[src/design/osr_pkg.sv]
// Shared types and constants for the overwriting sample ring.
package osr_pkg;

	localparam int DEPTH_DEF   = 512;
	localparam int MAX_OUT_DEF = 64;
	localparam int CNT_W       = 7;
	localparam int IDX_W       = 6;
	localparam int OCC_OUT_W   = 10;

	localparam logic [CNT_W-1:0] RECENT_CAP = 7'd64;

	typedef enum logic [1:0] {
		REQ_APPEND = 2'd0,
		REQ_QUERY  = 2'd1,
		REQ_RECENT = 2'd2,
		REQ_CLEAR  = 2'd3
	} req_t;

	typedef enum logic [1:0] {
		ST_IDLE,
		ST_SCAN,
		ST_DONE
	} state_t;

	typedef struct packed {
		logic [31:0] ts;
		logic [7:0]  addr;
		logic [31:0] val;
	} sample_t;

	typedef struct packed {
		sample_t              smp;
		logic                 has;
		logic [IDX_W-1:0]     idx;
		logic                 last;
		logic [OCC_OUT_W-1:0] occ;
	} rsp_t;

endpackage

[src/design/osr_ctrl.sv]
// Request sequencer: ring pointers, scan through the memory and the result register.
module osr_ctrl #(
	parameter int DEPTH   = osr_pkg::DEPTH_DEF,
	parameter int MAX_OUT = osr_pkg::MAX_OUT_DEF,
	localparam int PTR_W = $clog2(DEPTH),
	localparam int OCC_W = $clog2(DEPTH + 1)
) (
	input  logic                              clk,
	input  logic                              arst_n,
	input  logic                              req_valid,
	output logic                              req_ready,
	input  logic [1:0]                        req_type,
	input  logic [31:0]                       sample_timestamp,
	input  logic [7:0]                        sample_reg_addr,
	input  logic [31:0]                       sample_value_bits,
	input  logic [31:0]                       range_start,
	input  logic [31:0]                       range_end,
	input  logic [osr_pkg::CNT_W-1:0]         recent_count,
	input  logic [osr_pkg::CNT_W-1:0]         result_limit,
	output logic                              rsp_valid,
	input  logic                              rsp_ready,
	output osr_pkg::rsp_t                     rsp,
	output logic                              mem_we,
	output logic [PTR_W-1:0]                  mem_waddr,
	output osr_pkg::sample_t                  mem_wdata,
	output logic                              mem_re,
	output logic [PTR_W-1:0]                  mem_raddr,
	input  osr_pkg::sample_t                  mem_rdata
);

	localparam int CW = osr_pkg::CNT_W;
	localparam int WW = (OCC_W > CW) ? OCC_W : CW;
	localparam int SW = PTR_W + 8;

	function automatic logic [PTR_W-1:0] ptr_inc(input logic [PTR_W-1:0] p);
		ptr_inc = (p == PTR_W'(DEPTH - 1)) ? '0 : p + 1'b1;
	endfunction

	osr_pkg::state_t state_q, state_d;
	osr_pkg::req_t   req_kind;

	logic [PTR_W-1:0] wp_q, op_q, rd_ptr_q;
	logic [OCC_W-1:0] occ_q, rem_q, occ_new;
	logic [CW-1:0]    n_q, lim_q, n_next, lim_in, want, rcnt;
	logic [WW-1:0]    occ_w, want_w, min_w;
	logic [SW-1:0]    wp_s, rcnt_s, start_s;
	logic [31:0]      lo_q, hi_q;
	logic             recent_q, s1_valid_q, held_v_q, rsp_valid_q;
	osr_pkg::sample_t held_q;
	logic [osr_pkg::IDX_W-1:0] held_idx_q;
	osr_pkg::rsp_t    rsp_q;

	logic can_push, accept, is_ack, full, in_range, s1_match, s1_take;
	logic issue, hit, scan_done, push_mid, push_fin;

	assign req_kind = osr_pkg::req_t'(req_type);
	assign full     = (occ_q == OCC_W'(DEPTH));
	assign occ_new  = full ? occ_q : occ_q + 1'b1;

	assign lim_in = (result_limit > CW'(MAX_OUT)) ? CW'(MAX_OUT) : result_limit;
	assign want   = (recent_count > osr_pkg::RECENT_CAP) ? osr_pkg::RECENT_CAP : recent_count;
	assign occ_w  = WW'(occ_q);
	assign want_w = WW'(want);
	assign min_w  = (occ_w < want_w) ? occ_w : want_w;
	assign rcnt   = (min_w < WW'(lim_in)) ? CW'(min_w) : lim_in;
	assign wp_s   = SW'(wp_q);
	assign rcnt_s = SW'(rcnt);
	assign start_s = (wp_s >= rcnt_s) ? wp_s - rcnt_s : wp_s + SW'(DEPTH) - rcnt_s;

	assign in_range = (mem_rdata.ts >= lo_q) && (mem_rdata.ts <= hi_q);

	always_comb begin
		can_push  = !rsp_valid_q || rsp_ready;
		req_ready = (state_q == osr_pkg::ST_IDLE) && can_push;
		accept    = req_valid && req_ready;
		is_ack    = (req_kind == osr_pkg::REQ_APPEND) || (req_kind == osr_pkg::REQ_CLEAR);
		s1_match  = s1_valid_q && (n_q < lim_q) && (recent_q || in_range);
		s1_take   = !s1_match || !held_v_q || can_push;
		issue     = (state_q == osr_pkg::ST_SCAN) && (rem_q != '0) && s1_take;
		hit       = (state_q == osr_pkg::ST_SCAN) && s1_match && s1_take;
		n_next    = n_q + CW'(hit);
		scan_done = (state_q == osr_pkg::ST_SCAN) &&
			((n_next == lim_q) || ((rem_q == '0) && s1_take));
		push_mid  = hit && held_v_q;
		push_fin  = (state_q == osr_pkg::ST_DONE) && can_push;
		mem_we    = accept && (req_kind == osr_pkg::REQ_APPEND);
		mem_waddr = wp_q;
		mem_wdata = '{ts: sample_timestamp, addr: sample_reg_addr, val: sample_value_bits};
		mem_re    = issue;
		mem_raddr = rd_ptr_q;
	end

	always_comb begin
		state_d = state_q;
		case (state_q)
			osr_pkg::ST_IDLE: begin
				if (accept && !is_ack) begin
					state_d = osr_pkg::ST_SCAN;
				end
			end
			osr_pkg::ST_SCAN: begin
				if (scan_done) begin
					state_d = osr_pkg::ST_DONE;
				end
			end
			osr_pkg::ST_DONE: begin
				if (can_push) begin
					state_d = osr_pkg::ST_IDLE;
				end
			end
			default: state_d = osr_pkg::ST_IDLE;
		endcase
	end

	always_ff @(posedge clk or negedge arst_n) begin
		if (!arst_n) begin
			state_q     <= osr_pkg::ST_IDLE;
			wp_q        <= '0;
			op_q        <= '0;
			occ_q       <= '0;
			rd_ptr_q    <= '0;
			rem_q       <= '0;
			n_q         <= '0;
			lim_q       <= '0;
			recent_q    <= 1'b0;
			s1_valid_q  <= 1'b0;
			held_v_q    <= 1'b0;
			rsp_valid_q <= 1'b0;
		end else begin
			state_q <= state_d;
			if (accept) begin
				case (req_kind)
					osr_pkg::REQ_APPEND: begin
						wp_q  <= ptr_inc(wp_q);
						occ_q <= occ_new;
						if (full) begin
							op_q <= ptr_inc(op_q);
						end
					end
					osr_pkg::REQ_CLEAR: begin
						wp_q  <= '0;
						op_q  <= '0;
						occ_q <= '0;
					end
					osr_pkg::REQ_RECENT: begin
						recent_q <= 1'b1;
						rd_ptr_q <= PTR_W'(start_s);
						rem_q    <= OCC_W'(rcnt);
						lim_q    <= rcnt;
						n_q      <= '0;
						held_v_q <= 1'b0;
					end
					osr_pkg::REQ_QUERY: begin
						recent_q <= 1'b0;
						rd_ptr_q <= op_q;
						rem_q    <= occ_q;
						lim_q    <= lim_in;
						n_q      <= '0;
						held_v_q <= 1'b0;
					end
					default: ;
				endcase
			end
			if (issue) begin
				rd_ptr_q <= ptr_inc(rd_ptr_q);
				rem_q    <= rem_q - 1'b1;
			end
			if (state_q == osr_pkg::ST_SCAN) begin
				n_q        <= n_next;
				s1_valid_q <= !scan_done && (issue || (s1_valid_q && !s1_take));
			end
			if (hit) begin
				held_v_q <= 1'b1;
			end else if (push_fin) begin
				held_v_q <= 1'b0;
			end
			if ((accept && is_ack) || push_mid || push_fin) begin
				rsp_valid_q <= 1'b1;
			end else if (rsp_ready) begin
				rsp_valid_q <= 1'b0;
			end
		end
	end

	always_ff @(posedge clk) begin
		if (accept && !is_ack) begin
			lo_q <= range_start;
			hi_q <= range_end;
		end
		if (hit) begin
			held_q     <= mem_rdata;
			held_idx_q <= n_q[osr_pkg::IDX_W-1:0];
		end
		if (accept && is_ack) begin
			rsp_q.smp  <= '0;
			rsp_q.has  <= 1'b0;
			rsp_q.idx  <= '0;
			rsp_q.last <= 1'b1;
			rsp_q.occ  <= (req_kind == osr_pkg::REQ_APPEND) ?
				osr_pkg::OCC_OUT_W'(occ_new) : '0;
		end else if (push_mid || push_fin) begin
			rsp_q.smp  <= held_v_q ? held_q : '0;
			rsp_q.has  <= held_v_q;
			rsp_q.idx  <= held_v_q ? held_idx_q : '0;
			rsp_q.last <= push_fin;
			rsp_q.occ  <= osr_pkg::OCC_OUT_W'(occ_q);
		end
	end

	assign rsp_valid = rsp_valid_q;
	assign rsp       = rsp_q;

	a_held_not_idle: assert property (@(posedge clk) disable iff (!arst_n)
		held_v_q |-> (state_q != osr_pkg::ST_IDLE))
		else $error("Held sample present while idle.");

	a_count_in_limit: assert property (@(posedge clk) disable iff (!arst_n)
		(state_q != osr_pkg::ST_IDLE) |-> (n_q <= lim_q))
		else $error("Emitted count exceeds the limit.");

	a_read_in_scan: assert property (@(posedge clk) disable iff (!arst_n)
		s1_valid_q |-> (state_q == osr_pkg::ST_SCAN))
		else $error("Read data pending outside a scan.");

	a_occ_bound: assert property (@(posedge clk) disable iff (!arst_n)
		occ_q <= OCC_W'(DEPTH))
		else $error("Occupancy above ring depth.");

	a_ack_last: assert property (@(posedge clk) disable iff (!arst_n)
		(accept && is_ack) |=> (rsp_valid_q && rsp_q.last && !rsp_q.has))
		else $error("Append or clear did not produce a final empty result.");

endmodule

[config.mk]
export PLATFORM = sky130hd
export DESIGN_NAME = osr_ctrl
export DESIGN_NICKNAME = d
export VERILOG_FILES = /design/src/design/osr_pkg.sv /design/src/design/osr_ctrl.sv
export SDC_FILE = /design/constraint.sdc
export NUM_CORES = 1
export LEC_CHECK = 0
export BUFFER_PORTS_ARGS = -buffer_cell sky130_fd_sc_hd__buf_4
export CAP_MARGIN = 20
export CORE_ASPECT_RATIO = 0.7
export CORE_MARGIN = 5
export CORE_UTILIZATION = 47
export CTS_CLUSTER_SIZE = 30
export DETAILED_ROUTE_END_ITERATION = 10
export PLACE_DENSITY = 0.87
export SLEW_MARGIN = 20
export SYNTH_ARGS = -nofsm -noshare
export SYNTH_HDL_FRONTEND = slang
export SYNTH_SLANG_ARGS = --single-unit
[constraint.sdc]
create_clock -name clk -period 4.9 [get_ports clk]
set_input_delay 1.225 -clock clk [delete_from_list [all_inputs] [get_ports clk]]
set_output_delay 1.225 -clock clk [all_outputs]
set_load 0.1 [all_outputs]
## Word level (Yosys, flattened, before mapping)

Cells that the tools add are included.

- Bits in registers: 299
- Output and inout bits: 184
- Logic and storage cells: 151

- Add/subtract/negate cells: 9
- Magnitude comparators: 8
- Eq/ne operators: 14
- Multiplexer cells: 39
- Reduce and logical (&&, ||, !) cells: 56

Operators by type and width:

| operator | number |
|---|---|
| two-way mux 72 bit | 1 |
| two-way mux 10 bit | 7 |
| two-way mux 9 bit | 7 |
| case mux 9 bit (2 select lines) | 3 |
| two-way mux 7 bit | 6 |
| case mux 10 bit (2 select lines) | 2 |
| adder 9 x 1 -> 9 bit, second input constant | 4 |
| >= comparator 32 bit | 1 |
| less-or-equal comparator 32 bit | 1 |
| == test 9 bit, second input constant | 3 |
| < comparator 10 x 7 -> 1 bit | 2 |
| logical AND 1 bit | 18 |
| subtractor 9 x 7 -> 9 bit | 2 |
| greater-than comparator 7 bit, second input constant | 2 |
| case mux 7 bit (2 select lines) | 1 |
| nonzero test 2 bit | 7 |
| adder 10 x 1 -> 10 bit, second input constant | 1 |
| == test 10 bit, second input constant | 1 |
| logical NOT 10 bit | 1 |
| logical OR 1 bit | 10 |
| AND reduction 2 bit | 5 |
| nonzero test 10 bit | 1 |
| subtractor 10 x 1 -> 10 bit, second input constant | 1 |
| >= comparator 9 x 7 -> 1 bit | 1 |
| 17 further kinds | 38 |

## Longest topological paths before layout

Gate-level depths: netlist of run 1.

- Depth after elaboration: 14
- Mapped depth: 26
- Depth with buffers taken out: 25

## Least setup slack after synthesis of run 1

No wires, ideal clock.

- Path kind: input -> register
- Start point: input port mem_rdata[69] in the netlist's numbering
- End point: register state_q[1]
- Setup time: 0.079 ns
- Arrival time: 6.224 ns
- Setup slack: -1.404 ns
- Stages on the path: 15
- Path buffers: 0
- Cells stage by stage: ha_1 > a21o_1 > a21o_1 > a221o_1 > o31ai_2 > nand4_2 > nor3_4 > ha_1 > ha_1 > xnor2_1 > xnor2_1 > nor4_1 > nand3_1 > o221ai_1 > o2bb2ai_1

- Cells in the longest elaborated chain, start to end: 14
- Elaborated cells between the ends (all ways): 17
- Classes of those cells: add/sub: 1; order compare: 2; eq/ne: 2; reduce/logical: 12

Ends and longest elaborated chain:

| item | line | text |
|---|---|---|
| from (decl) | osr_ctrl.sv:28 | `input osr_pkg::sample_t mem_rdata` |
| >= comparator 32 bit / less-or-equal comparator 32 bit (equally long branches) | osr_ctrl.sv:70 | `assign in_range = (mem_rdata.ts >= lo_q) && (mem_rdata.ts <= hi_q);` |
| logical AND 1 bit (*) | osr_ctrl.sv:70 |  |
| logical OR 1 bit (*) | osr_ctrl.sv:77 | `s1_match = s1_valid_q && (n_q < lim_q) && (recent_q \|\| in_range);` |
| logical AND 1 bit (*) | osr_ctrl.sv:77 |  |
| logical NOT 1 bit | osr_ctrl.sv:78 | `s1_take = !s1_match \|\| !held_v_q \|\| can_push;` |
| logical OR 1 bit (2 in a row) | osr_ctrl.sv:78 |  |
| logical AND 1 bit (*) | osr_ctrl.sv:80 | `hit = (state_q == osr_pkg::ST_SCAN) && s1_match && s1_take;` |
| named net hit | osr_ctrl.sv:54 | `logic issue, hit, scan_done, push_mid, push_fin;` |
| adder 7 x 1 -> 7 bit (*) | osr_ctrl.sv:81 | `n_next = n_q + CW'(hit);` |
| == test 7 bit (*) | osr_ctrl.sv:83 | `((n_next == lim_q) \|\| ((rem_q == '0) && s1_take));` |
| logical OR 1 bit (*) | osr_ctrl.sv:83 |  |
| logical AND 1 bit (*) | osr_ctrl.sv:82 | `scan_done = (state_q == osr_pkg::ST_SCAN) &&` |
| inequality test 2 bit (no line) (*) | n/a |  |
| AND reduction 3 bit (no line) (*) | n/a |  |
| to (signal assigned) | osr_ctrl.sv:117 | `state_q <= osr_pkg::ST_IDLE;` |
| to (signal assigned) | osr_ctrl.sv:130 | `state_q <= state_d;` |
| to (decl) | osr_ctrl.sv:39 | `osr_pkg::state_t state_q, state_d;` |

Mark *: on every way through the listed nets, which the timed path passes. The rest lies on a longest branch.
A chain may end at the register's enable or synchronous reset.

## Final worst setup path of run 1

- Start point: input port recent_count[6] in the netlist's numbering
- End point: register rd_ptr_q[8] (netlist: mem_raddr[8])

- Cells in the longest elaborated chain, start to end: 11
- Elaborated cells between the ends (all ways): 13
- Classes of those cells: add/sub: 2; order compare: 4; mux: 7

Ends and longest elaborated chain:

| item | line | text |
|---|---|---|
| from (decl) | osr_ctrl.sv:18 | `input logic [osr_pkg::CNT_W-1:0] recent_count,` |
| greater-than comparator 7 bit | osr_ctrl.sv:61 | `assign want = (recent_count > osr_pkg::RECENT_CAP) ? osr_pkg::RECENT_CAP : recent_count;` |
| two-way mux 7 bit (*) | osr_ctrl.sv:61 |  |
| < comparator 10 x 7 -> 1 bit | osr_ctrl.sv:64 | `assign min_w = (occ_w < want_w) ? occ_w : want_w;` |
| two-way mux 10 bit (*) | osr_ctrl.sv:64 |  |
| < comparator 10 x 7 -> 1 bit | osr_ctrl.sv:65 | `assign rcnt = (min_w < WW'(lim_in)) ? CW'(min_w) : lim_in;` |
| two-way mux 7 bit (*) | osr_ctrl.sv:65 |  |
| subtractor 9 x 7 -> 9 bit / >= comparator 9 x 7 -> 1 bit (equally long branches) | osr_ctrl.sv:68 | `assign start_s = (wp_s >= rcnt_s) ? wp_s - rcnt_s : wp_s + SW'(DEPTH) - rcnt_s;` |
| two-way mux 9 bit (*) | osr_ctrl.sv:68 |  |
| case mux 9 bit (2 select lines) (*) | osr_ctrl.sv:132 | `case (req_kind)` |
| two-way mux 9 bit (*) | osr_ctrl.sv:131 | `if (accept) begin` |
| two-way mux 9 bit (*) | osr_ctrl.sv:164 | `if (issue) begin` |
| to (signal assigned) | osr_ctrl.sv:147 | `rd_ptr_q <= PTR_W'(start_s);` |
| to (signal assigned) | osr_ctrl.sv:155 | `rd_ptr_q <= op_q;` |
| to (signal assigned) | osr_ctrl.sv:165 | `rd_ptr_q <= ptr_inc(rd_ptr_q);` |
| to (decl) | osr_ctrl.sv:42 | `logic [PTR_W-1:0] wp_q, op_q, rd_ptr_q;` |

Mark *: on every way between the ends. The rest lies on a longest branch, timed or not. The select of a mux whose other input is x is not followed.

==> flow_metrics.tcl, run 1 <==
set metrics [dict create \
    clockBufferDepth 3 \
    grt_max_degree 71 \
    whs_path_depth 1 \
    ys_seq_elements 299 \
    cts_made_buffers 30 \
    netlist_area_mm2 0.0143 \
    power_density_mw_per_mm2 642 \
    swShare_pct 46.5 \
    placed_area_mm2 0.0167 \
    period_share_pct 108 \
    place_hpwl_um 30000 \
    std_cell_rows 53 \
    ir_drop_v 0.000383 \
    portBuffers 267 \
    grt_pass1_wl_um 61900 \
    overflow 0 \
    max_freq_mhz 189 \
    io_pins 412 \
    synth-main-ff-cell "edfxtp_1" \
    p_seq_share_pct 32.8 \
    hold_start "held_idx_q[4]" \
    drv_slew 0 \
    die_area_mm2 0.0341 \
    r2r_setup_slack_ps 150 \
    hp-class "flip-flop to flip-flop" \
    place_ws_ps -1150 \
    drive_gt1_share_pct 30.6 \
    viasPerCell 5.65 \
    synth-compound-area-share_pct 14.7 \
    grt_setup_unrepaired "true" \
    nNetsFinal 1875 \
    slowest_stage "fa_2" \
    hold_slack_ps 456 \
    endpoint_kind "flip-flop" \
    die_x_um 219 \
    yosysUniqueCellTypes 66 \
    yosys.cell_count.top_type "edfxtp_1" \
    place_inst 1901 \
    hold_viol_final 0 \
    finalClockSkew_ps 16.0 \
    ys_warn_count 0 \
    fin_setup_tns_ps -1150 \
    status "complete, but fails checks" \
    power_switching_mw 5.43 \
    slew_headroom_pct 38.9 \
    whs_endpoint "rsp[15]" \
    syn_avg_cell_area_um2 11.2 \
    wl_um 41200 \
    final-setup-viol-count 5 \
    synthAdderAreaFrac_pct 9.24 \
    total_power_mw 11.7 \
    synth_top_area_share_pct 31.9 \
    p_comb_share_pct 47.4 \
    start_util_pct 47.6 \
    synth_edf_count 152 \
    synth_mux_area_share_pct 1.37 \
    violations "negative setup slack" \
    gp_congestion 0.942 \
    power.clock.fraction_pct 19.8 \
    start_kind "input pin" \
    fp.dieH_um 156 \
    worstPathArrival_ps 5730 \
    clk_pin_slew_ps 70 \
    drc 0 \
    via_count 11200 \
    layoutNonFillerInstCount 1979 \
    path_class "input pin to flip-flop" \
    reg2reg_to "mem_raddr[8]" \
    worstSkewPairLatency_ps 560 \
    fin_crit_ps 5280 \
    synth.area.top_cells "edfxtp_1 (32%), dfrtp_1 (12%), dfxtp_1 (11%)" \
    worstMarginPinSlew_ps 917 \
    drt_iter0_markers 1210 \
    netlist_top_cells_count "edfxtp_1 (152), nand2_1 (122), ha_1 (104)" \
    postRouteAntennaNets 0 \
    max_stage_delay_ps 410 \
    setup_slack_ps -380 \
    core_mm2 0.0300 \
    synth_simple_gate_area_share_pct 10.8 \
    r2r_start "occ_q[5]" \
    synthXorXnorAreaFrac_pct 0.980 \
    dr.pass1.iters 5 \
    cts_root_buffer "clkbuf_16" \
    maxCapViolations 0 \
    synth_area_leader_cell "edfxtp_1" \
    wl_per_cell_um 20.8 \
    cp_max_fo 6 \
    fin_area_mm2 0.0182 \
    syn2layout_area_growth_pct 27.1 \
    antenna_found_initial 1 \
    leakage_nw 7.97 \
    htreeDepth 1 \
    synth-async-reset-ratio_pct 22.4 \
    cp.required_ps 5350 \
    yosysSeqAreaShare_pct 54.8 \
    rr_worst_depth 24 \
    grt_pass1_vias 11000 \
    intPower_mw 6.25 \
    track_usage_pct 23.0 \
    cts_tree "done" \
    syn_inst 1280 \
    synth_nets 1613 \
    synth_top_family_by_area "compound AO/OA/AOI/OAI gates" \
    numClockSinks 299 \
    final_util_pct 60.5 \
]
-- routing by layer --
metal / GRT usage, % / wire length [µm] / up-vias
met3: 7.00 / 4190 / 92
met5: 0.972 / 46 / -
met1: 31.5 / 17100 / 5405
met2: 35.3 / 18500 / 572
li1: - / - / 5108
met4: 7.20 / 1290 / 2
-- power groups by stage --
| stage | Combinational (mW) | Sequential (mW) | Clock [mW] |
|---|---|---|---|
| CTS | 5.46 | 3.82 | 2.36 |
| detailed placement | 5.37 | 3.85 | 0 |
| global placement | 5.25 | 3.83 | 0 |
| finish | 5.53 | 3.83 | 2.32 |
| floorplan | 1.97 | 6.10 | 0 |
| global route | 5.81 | 3.90 | 2.47 |
-- cell type report --
type | instances | area [µm²]
Fill cell | 2309 | 11900
Tap cell | 412 | 515
Timing Repair Buffer | 349 | 2690
Sequential cell | 299 | 7840
Multi-Input combinational cell | 757 | 5740
Inverter | 105 | 402
Antenna cell | 1 | 2.50
Clock inverter | 8 | 71.3
Clock buffer | 48 | 922
-- layout by cell type (no fill, tap or decap), types with 5 or more instances in the layout --
master     instances
buf_4            342
edfxtp_1         152
nand2_1          116
inv_1            100
ha_1              94
a22o_1            81
dfxtp_1           80
dfrtp_1           67
o21ai_0           62
a21oi_1           47
nand3_1           45
nor2_1            38
clkbuf_16         33
and3_1            18
nand4_1           14
nor3_1            14
a21o_1            13
nand2b_1          11
clkbuf_1          11
nor2b_1           10
mux2i_1           10
o31ai_1           10
o21ai_2            9
ha_4               9
o21ai_1            8
o211ai_1           8
or2_2              8
xnor2_1            8
a211o_1            6
xor2_1             6
nand2_2            5
-- flip-flops by register name, indices dropped and copies added (netlist names), 2 cells and up --
register	cells
occ_q	10
mem_waddr	9
lo_q	32
op_q	9
rsp	90
hi_q	32
state_q	2
lim_q	7
rem_q	10
mem_raddr	9
held_q	72
held_idx_q	6
n_q	7
-- critical path: cells and delay by family --
| kind | cells | cell delay [ps] |
|---|---|---|
| AOI/OAI and AO/OA | 13 | 1900 |
| and+or+nand+nor | 5 | 550 |
| buffers and inverters | 6 | 790 |
| muxes | 1 | 190 |
| adders and majority gates | 3 | 960 |
| xor gates and xnor gates | 1 | 80 |
-- cell families after synthesis --
logic type / count (synthesis)
AOI/OAI and AO/OA: 299
xor gates and xnor gates: 16
adders and majority gates: 105
buffers and inverters: 225
DFF: 299
muxes: 19
and+or+nand+nor: 317
-- repair_timing --
action	CTS	global route
resized for setup	33	28
setup endpoints to repair	6	9
pin swaps	28	12
gates cloned	1	0
buffers inserted	15	7
hold buffers	0	0
-- how the worst max path moves through the flow --
| stage | slack [ps] | cells after the start | end | start |
|---|---|---|---|---|
| after floorplan | -1160 | 14 | state_q[1] | mem_rdata[69] |
| after global placement | -850 | 25 | mem_raddr[8] | recent_count[6] |
| after detailed placement | -1150 | 25 | mem_raddr[8] | recent_count[6] |
| after CTS | -250 | 27 | mem_raddr[8] | recent_count[6] |
| after global routing | -600 | 29 | mem_raddr[8] | recent_count[6] |
| final | -380 | 29 | mem_raddr[8] | recent_count[6] |
(Power assumes the default switching activity.)
==> run 2, diff against run 1 <==
REMOVE_ABC_BUFFERS = 1   (was default)
==> run 2 against run 1 <==
Effect of this change:
- the run still ends with negative setup slack left
- fmax shrank 1.2%
- clock-buffer cell count shrank 2
- cell count shrank 0.66%
- combinational power grew 2%
- total power shrank 0.18%
- setup slack lost 62 ps
- largest cell class unchanged
- largest power group unchanged
==> flow_metrics.tcl, run 2 (synthesis results as in run 1) <==
set metrics [dict create \
    status "complete, but fails checks" \
    violations "negative setup slack" \
    cp.required_ps 5360 \
    p_seq_share_pct 32.9 \
    drc 0 \
    hold_slack_ps 451 \
    grt_pass1_wl_um 77600 \
    drive_gt1_share_pct 29.9 \
    hp-class "flip-flop to flip-flop" \
    intPower_mw 6.09 \
    final_common_cell "buf_4" \
    whs_endpoint "rsp[18]" \
    final-setup-viol-count 7 \
    grt_setup_unrepaired "true" \
    drv_slew 0 \
    numClockSinks 299 \
    syn2layout_area_growth_pct 26.0 \
    endpoint_kind "flip-flop" \
    die_area_mm2 0.0341 \
    fin_crit_ps 5340 \
    grt_pass1_vias 11700 \
    clockBufferDepth 3 \
    core_mm2 0.0300 \
    ir_drop_v 0.000440 \
    dr.pass1.iters 5 \
    io_pins 412 \
    postRouteAntennaNets 0 \
    cp_max_fo 8 \
    r2r_start "occ_q[1]" \
    place_ws_ps -1240 \
    nNetsFinal 1862 \
    start_kind "input pin" \
    grt_max_degree 68 \
    fin_setup_tns_ps -1260 \
    max_stage_delay_ps 310 \
    gp_congestion 1.03 \
    worstPathArrival_ps 5800 \
    rr_worst_depth 22 \
    maxCapViolations 0 \
    whs_path_depth 1 \
    std_cell_rows 53 \
    track_usage_pct 30.8 \
    wl_per_cell_um 28.1 \
    hold_start "held_q[0]" \
    total_power_mw 11.7 \
    fin_area_mm2 0.0180 \
    cts_root_buffer "clkbuf_16" \
    power_density_mw_per_mm2 647 \
    worstMarginPinSlew_ps 907 \
    place_hpwl_um 40800 \
    crit_start "recent_count[6]" \
    die_x_um 219 \
    drt_iter0_markers 1467 \
    leakage_nw 7.90 \
    viasPerCell 6.12 \
    cts_tree "done" \
    largest_reg_flops 90 \
    power.clock.fraction_pct 18.9 \
    max_freq_mhz 187 \
    antenna_found_initial 2 \
    reg2reg_to "mem_raddr[8]" \
    finalClockSkew_ps 19.8 \
    power_switching_mw 5.57 \
    fp.dieH_um 156 \
    slew_headroom_pct 39.5 \
    overflow 0 \
    final_util_pct 60.0 \
    htreeDepth 1 \
    path_class "input pin to flip-flop" \
    wl_um 55300 \
    worstSkewPairLatency_ps 590 \
    start_util_pct 47.6 \
    cts_hold_buf 0 \
    swShare_pct 47.8 \
    slowest_stage "a31oi_2" \
    r2r_setup_slack_ps -40 \
    hold_viol_final 0 \
    portBuffers 267 \
    place_inst 1900 \
    cts_made_buffers 29 \
    setup_slack_ps -442 \
    clk_pin_slew_ps 70 \
    period_share_pct 109 \
    placed_area_mm2 0.0166 \
    layoutNonFillerInstCount 1966 \
    via_count 12000 \
    p_comb_share_pct 48.3 \
    final_cell_mix "buf_4 (328), edfxtp_1 (152), nand2_1 (111), inv_1 (101), ha_1 (94)" \
]
run 2: worst max path at each step:
| stage | cells past startpoint | slack (ps) | to |
|---|---|---|---|
| final | 25 | -440 | mem_raddr[8] |
| after global routing | 25 | -510 | mem_raddr[8] |
| after CTS | 26 | -150 | mem_raddr[8] |
| after detailed placement | 26 | -1240 | mem_raddr[7] |
| after global placement | 25 | -900 | mem_raddr[8] |
| after floorplan | 9 | -2990 | rsp[0] |
run 2: area by class of cell:
| class | count | area [µm²] |
|---|---|---|
| Antenna cell | 2 | 5.00 |
| Clock buffer | 46 | 850 |
| Sequential cell | 299 | 7840 |
| Multi-Input combinational cell | 756 | 5730 |
| Fill cell | 2225 | 12000 |
| Clock inverter | 8 | 58.8 |
| Tap cell | 412 | 515 |
| Timing Repair Buffer | 338 | 2610 |
| Inverter | 105 | 407 |
run 2: what timing repair did:
| item | in CTS | in global routing |
|---|---|---|
| endpoints found under the setup margin | 8 | 8 |
| resized for setup | 71 | 34 |
| pin swaps | 38 | 27 |
| buffers inserted | 8 | 5 |
run 2: metal layers:
layer  vias up  global-route usage, %  share of wire (%)
li1       5072                      -                  -
met1      5824                   35.4                 34
met2       928                   45.7                 42
met3       212                   19.4                 18
met4         2                   13.5                6.4
met5         -                   2.36               0.17
run 2: power by group through the flow:
stage	registers (mW)	clock network [mW]	logic [mW]
global route	3.89	2.31	5.85
CTS	3.81	2.19	5.48
detailed placement	3.84	0	5.36
floorplan	6.12	0	1.56
global placement	3.80	0	5.23
finish	3.83	2.20	5.63
run 2: critical path: cells and delay by family:
family,cells,cell delay [ps]
buf+inv,5,690
fa+ha+maj,4,1020
mux,1,280
xor+xnor,1,140
simple gates,3,330
compound gates,11,2100
==> run 3, diff against run 2 <==
==> constraint.sdc (replaced) <==
create_clock -name clk -period 4.9 [get_ports clk]
set_input_delay 0.98 -clock clk [delete_from_list [all_inputs] [get_ports clk]]
set_output_delay 0.98 -clock clk [all_outputs]
set_load 0.1 [all_outputs]
==> run 3 against run 2 <==
Effect of this change:
- the flow still finishes with violations (negative setup slack)
- utilization decreased by 0.96 points
- first-iteration DRC count shrank 21%
- clock power is 3% higher
- sequential power barely moved
- fmax up 7.5%
- clock skew down 0.87 ps
- via count shrank 4.4%
- total power decreased by 0.93%
- clock-buffer cell count fell by 8
- die area is the same
==> flow_metrics.tcl, run 3 (synthesis results as in run 1) <==
set metrics [dict create \
    nFillCells 2275 \
    slowest_stage "o41ai_4" \
    max_freq_mhz 201 \
    die_x_um 219 \
    portBuffers 267 \
    worstMarginPinSlew_ps 1060 \
    final-setup-viol-count 3 \
    period_share_pct 101 \
    die_area_mm2 0.0341 \
    crit_start "recent_count[6]" \
    r2r_start "occ_q[1]" \
    gp_congestion 0.990 \
    grt_pass1_vias 11200 \
    clk_pin_slew_ps 70 \
    placed_area_mm2 0.0165 \
    numClockSinks 299 \
    leakage_nw 7.82 \
    drive_gt1_share_pct 27.6 \
    intPower_mw 6.10 \
    hp-class "flip-flop to flip-flop" \
    power.clock.fraction_pct 19.6 \
    drc 0 \
    status "complete, but fails checks" \
    endpoint_kind "flip-flop" \
    grt_max_degree 76 \
    power_density_mw_per_mm2 651 \
    worstSkewPairLatency_ps 580 \
    cts_made_buffers 28 \
    rr_worst_depth 23 \
    place_ws_ps -945 \
    viasPerCell 5.90 \
    place_hpwl_um 39800 \
    grt_pass1_wl_um 74400 \
    hold_viol_final 0 \
    whs_path_depth 1 \
    cts_hold_buf 0 \
    postRouteAntennaNets 0 \
    fp.dieH_um 156 \
    core_mm2 0.0300 \
    track_usage_pct 29.5 \
    slew_headroom_pct 29.1 \
    ir_drop_v 0.000612 \
    path_buf_inv 4 \
    nNetsFinal 1850 \
    final_common_cell "buf_4" \
    swShare_pct 47.2 \
    start_kind "input pin" \
    htreeDepth 1 \
    cp_max_fo 8 \
    syn2layout_area_growth_pct 24.0 \
    whs_endpoint "rsp[80]" \
    r2r_setup_slack_ps 150 \
    clockBufferDepth 3 \
    finalClockSkew_ps 18.9 \
    p_seq_share_pct 33.1 \
    final_cell_mix "buf_4 (324), edfxtp_1 (152), nand2_1 (116), inv_1 (102), ha_1 (100)" \
    grt_setup_unrepaired "true" \
    max_stage_delay_ps 390 \
    setup_slack_ps -67.9 \
    dr.pass1.iters 7 \
    std_cell_rows 53 \
    power_switching_mw 5.45 \
    p_comb_share_pct 47.3 \
    cp_top_family "compound AO/OA/AOI/OAI gates" \
    cp.required_ps 5330 \
    crit_path_frequent_cell "nand2_1" \
    worstPathArrival_ps 5400 \
    fin_crit_ps 4970 \
    reg2reg_to "mem_raddr[5]" \
    wl_um 52700 \
    path_class "input pin to flip-flop" \
    wl_per_cell_um 27.0 \
    antenna_found_initial 0 \
    cts_root_buffer "clkbuf_16" \
    hold_start "held_q[62]" \
    cts_tree "done" \
    largest_reg_flops 90 \
    start_util_pct 47.6 \
    drt_iter0_markers 1160 \
    maxCapViolations 0 \
    io_pins 412 \
    fin_area_mm2 0.0177 \
    overflow 0 \
    via_count 11500 \
    drv_slew 0 \
    violations "negative setup slack" \
]
==> run 3: cell count changes in the layout (fill, tap and decap cells not counted), sizes merged <==
cell    previous run  this run
inv              105       104
buf              338       327
diode              2         1
bufinv             0         3
clkinv             7        10
clkbuf            46        38
==> run 3: timing repair <==
action,CTS,global route
buffers inserted,3,5
endpoints found under the setup margin,4,6
endpoints found under the hold margin,0,0
pin swaps,10,26
gates resized for setup,17,43
==> run 3: layout make-up <==
cell class,count,area [µm²],area share [%]
sequential,299,7840,44.2
antenna,1,2.50,0.0141
inverter,105,407,2.29
timing repair buffer,327,2480,14.0
tap,412,515,2.91
clock buffer,38,790,4.45
multi-input combinational,756,5530,31.2
clock inverter,13,166,0.938
==> run 3: power groups by stage <==
| stage | registers [mW] | clock network, mW | logic (mW) |
|---|---|---|---|
| after CTS | 3.81 | 2.28 | 5.36 |
| after global placement | 3.79 | 0 | 5.19 |
| after global routing | 3.89 | 2.40 | 5.70 |
| after detailed placement | 3.84 | 0 | 5.29 |
| final | 3.82 | 2.27 | 5.46 |
| after floorplan | 6.12 | 0 | 1.56 |
==> run 3: worst max-delay path by stage <==
stage | slack (ps) | end | cells past startpoint
2_1_floorplan | -2740 | rsp[0] | 9
3_3_place_gp | -670 | mem_raddr[8] | 24
3_5_place_dp | -950 | mem_raddr[8] | 25
4_1_cts | 2 | mem_raddr[8] | 26
5_1_grt | -260 | mem_raddr[5] | 27
6_report | -70 | mem_raddr[5] | 26
==> run 3: through the flow <==
stage / hold WS [ps] / utilization (%) / total power [mW] / std cells / setup TNS [ps]
CTS: 454 / 58.2 / 11.4 / 1945 / 0
global route: 478 / 59.0 / 12.0 / 1950 / -851
global placement: 437 / 54.9 / 8.98 / 1891 / -2790
finish: 458 / 59.0 / 11.5 / 1951 / -175
detailed placement: 441 / 54.9 / 9.13 / 1891 / -4640
floorplan: 436 / - / 7.68 / 1160 / -254940
==> run 3: worst reg2reg max path, stage by stage, from the launching register on <==
cell	delay, ps
dfrtp_1	440
ha_2	340
nor2_1	60
o41ai_4	340
a21oi_2	80
buf_4	180
nand2_1	70
o21ai_0	160
ha_1	340
nand2_1	80
o21a_1	210
nor3b_2	160
a22oi_2	290
mux2i_2	340
inv_1	80
ha_1	290
nor2b_1	150
o21ai_1	190
a21oi_2	90
o21ai_2	200
nor3b_2	240
o31ai_1	110
nand2_1	80
o221ai_1	100
==> run 3: per-layer routing <==
| layer | track usage, % | routed length (µm) | up-vias |
|---|---|---|---|
| met5 | 2.78 | 95 | - |
| met3 | 19.5 | 9400 | 158 |
| li1 | - | - | 5039 |
| met4 | 12.7 | 2980 | 2 |
| met1 | 34.5 | 18500 | 5552 |
| met2 | 42.5 | 21700 | 762 |
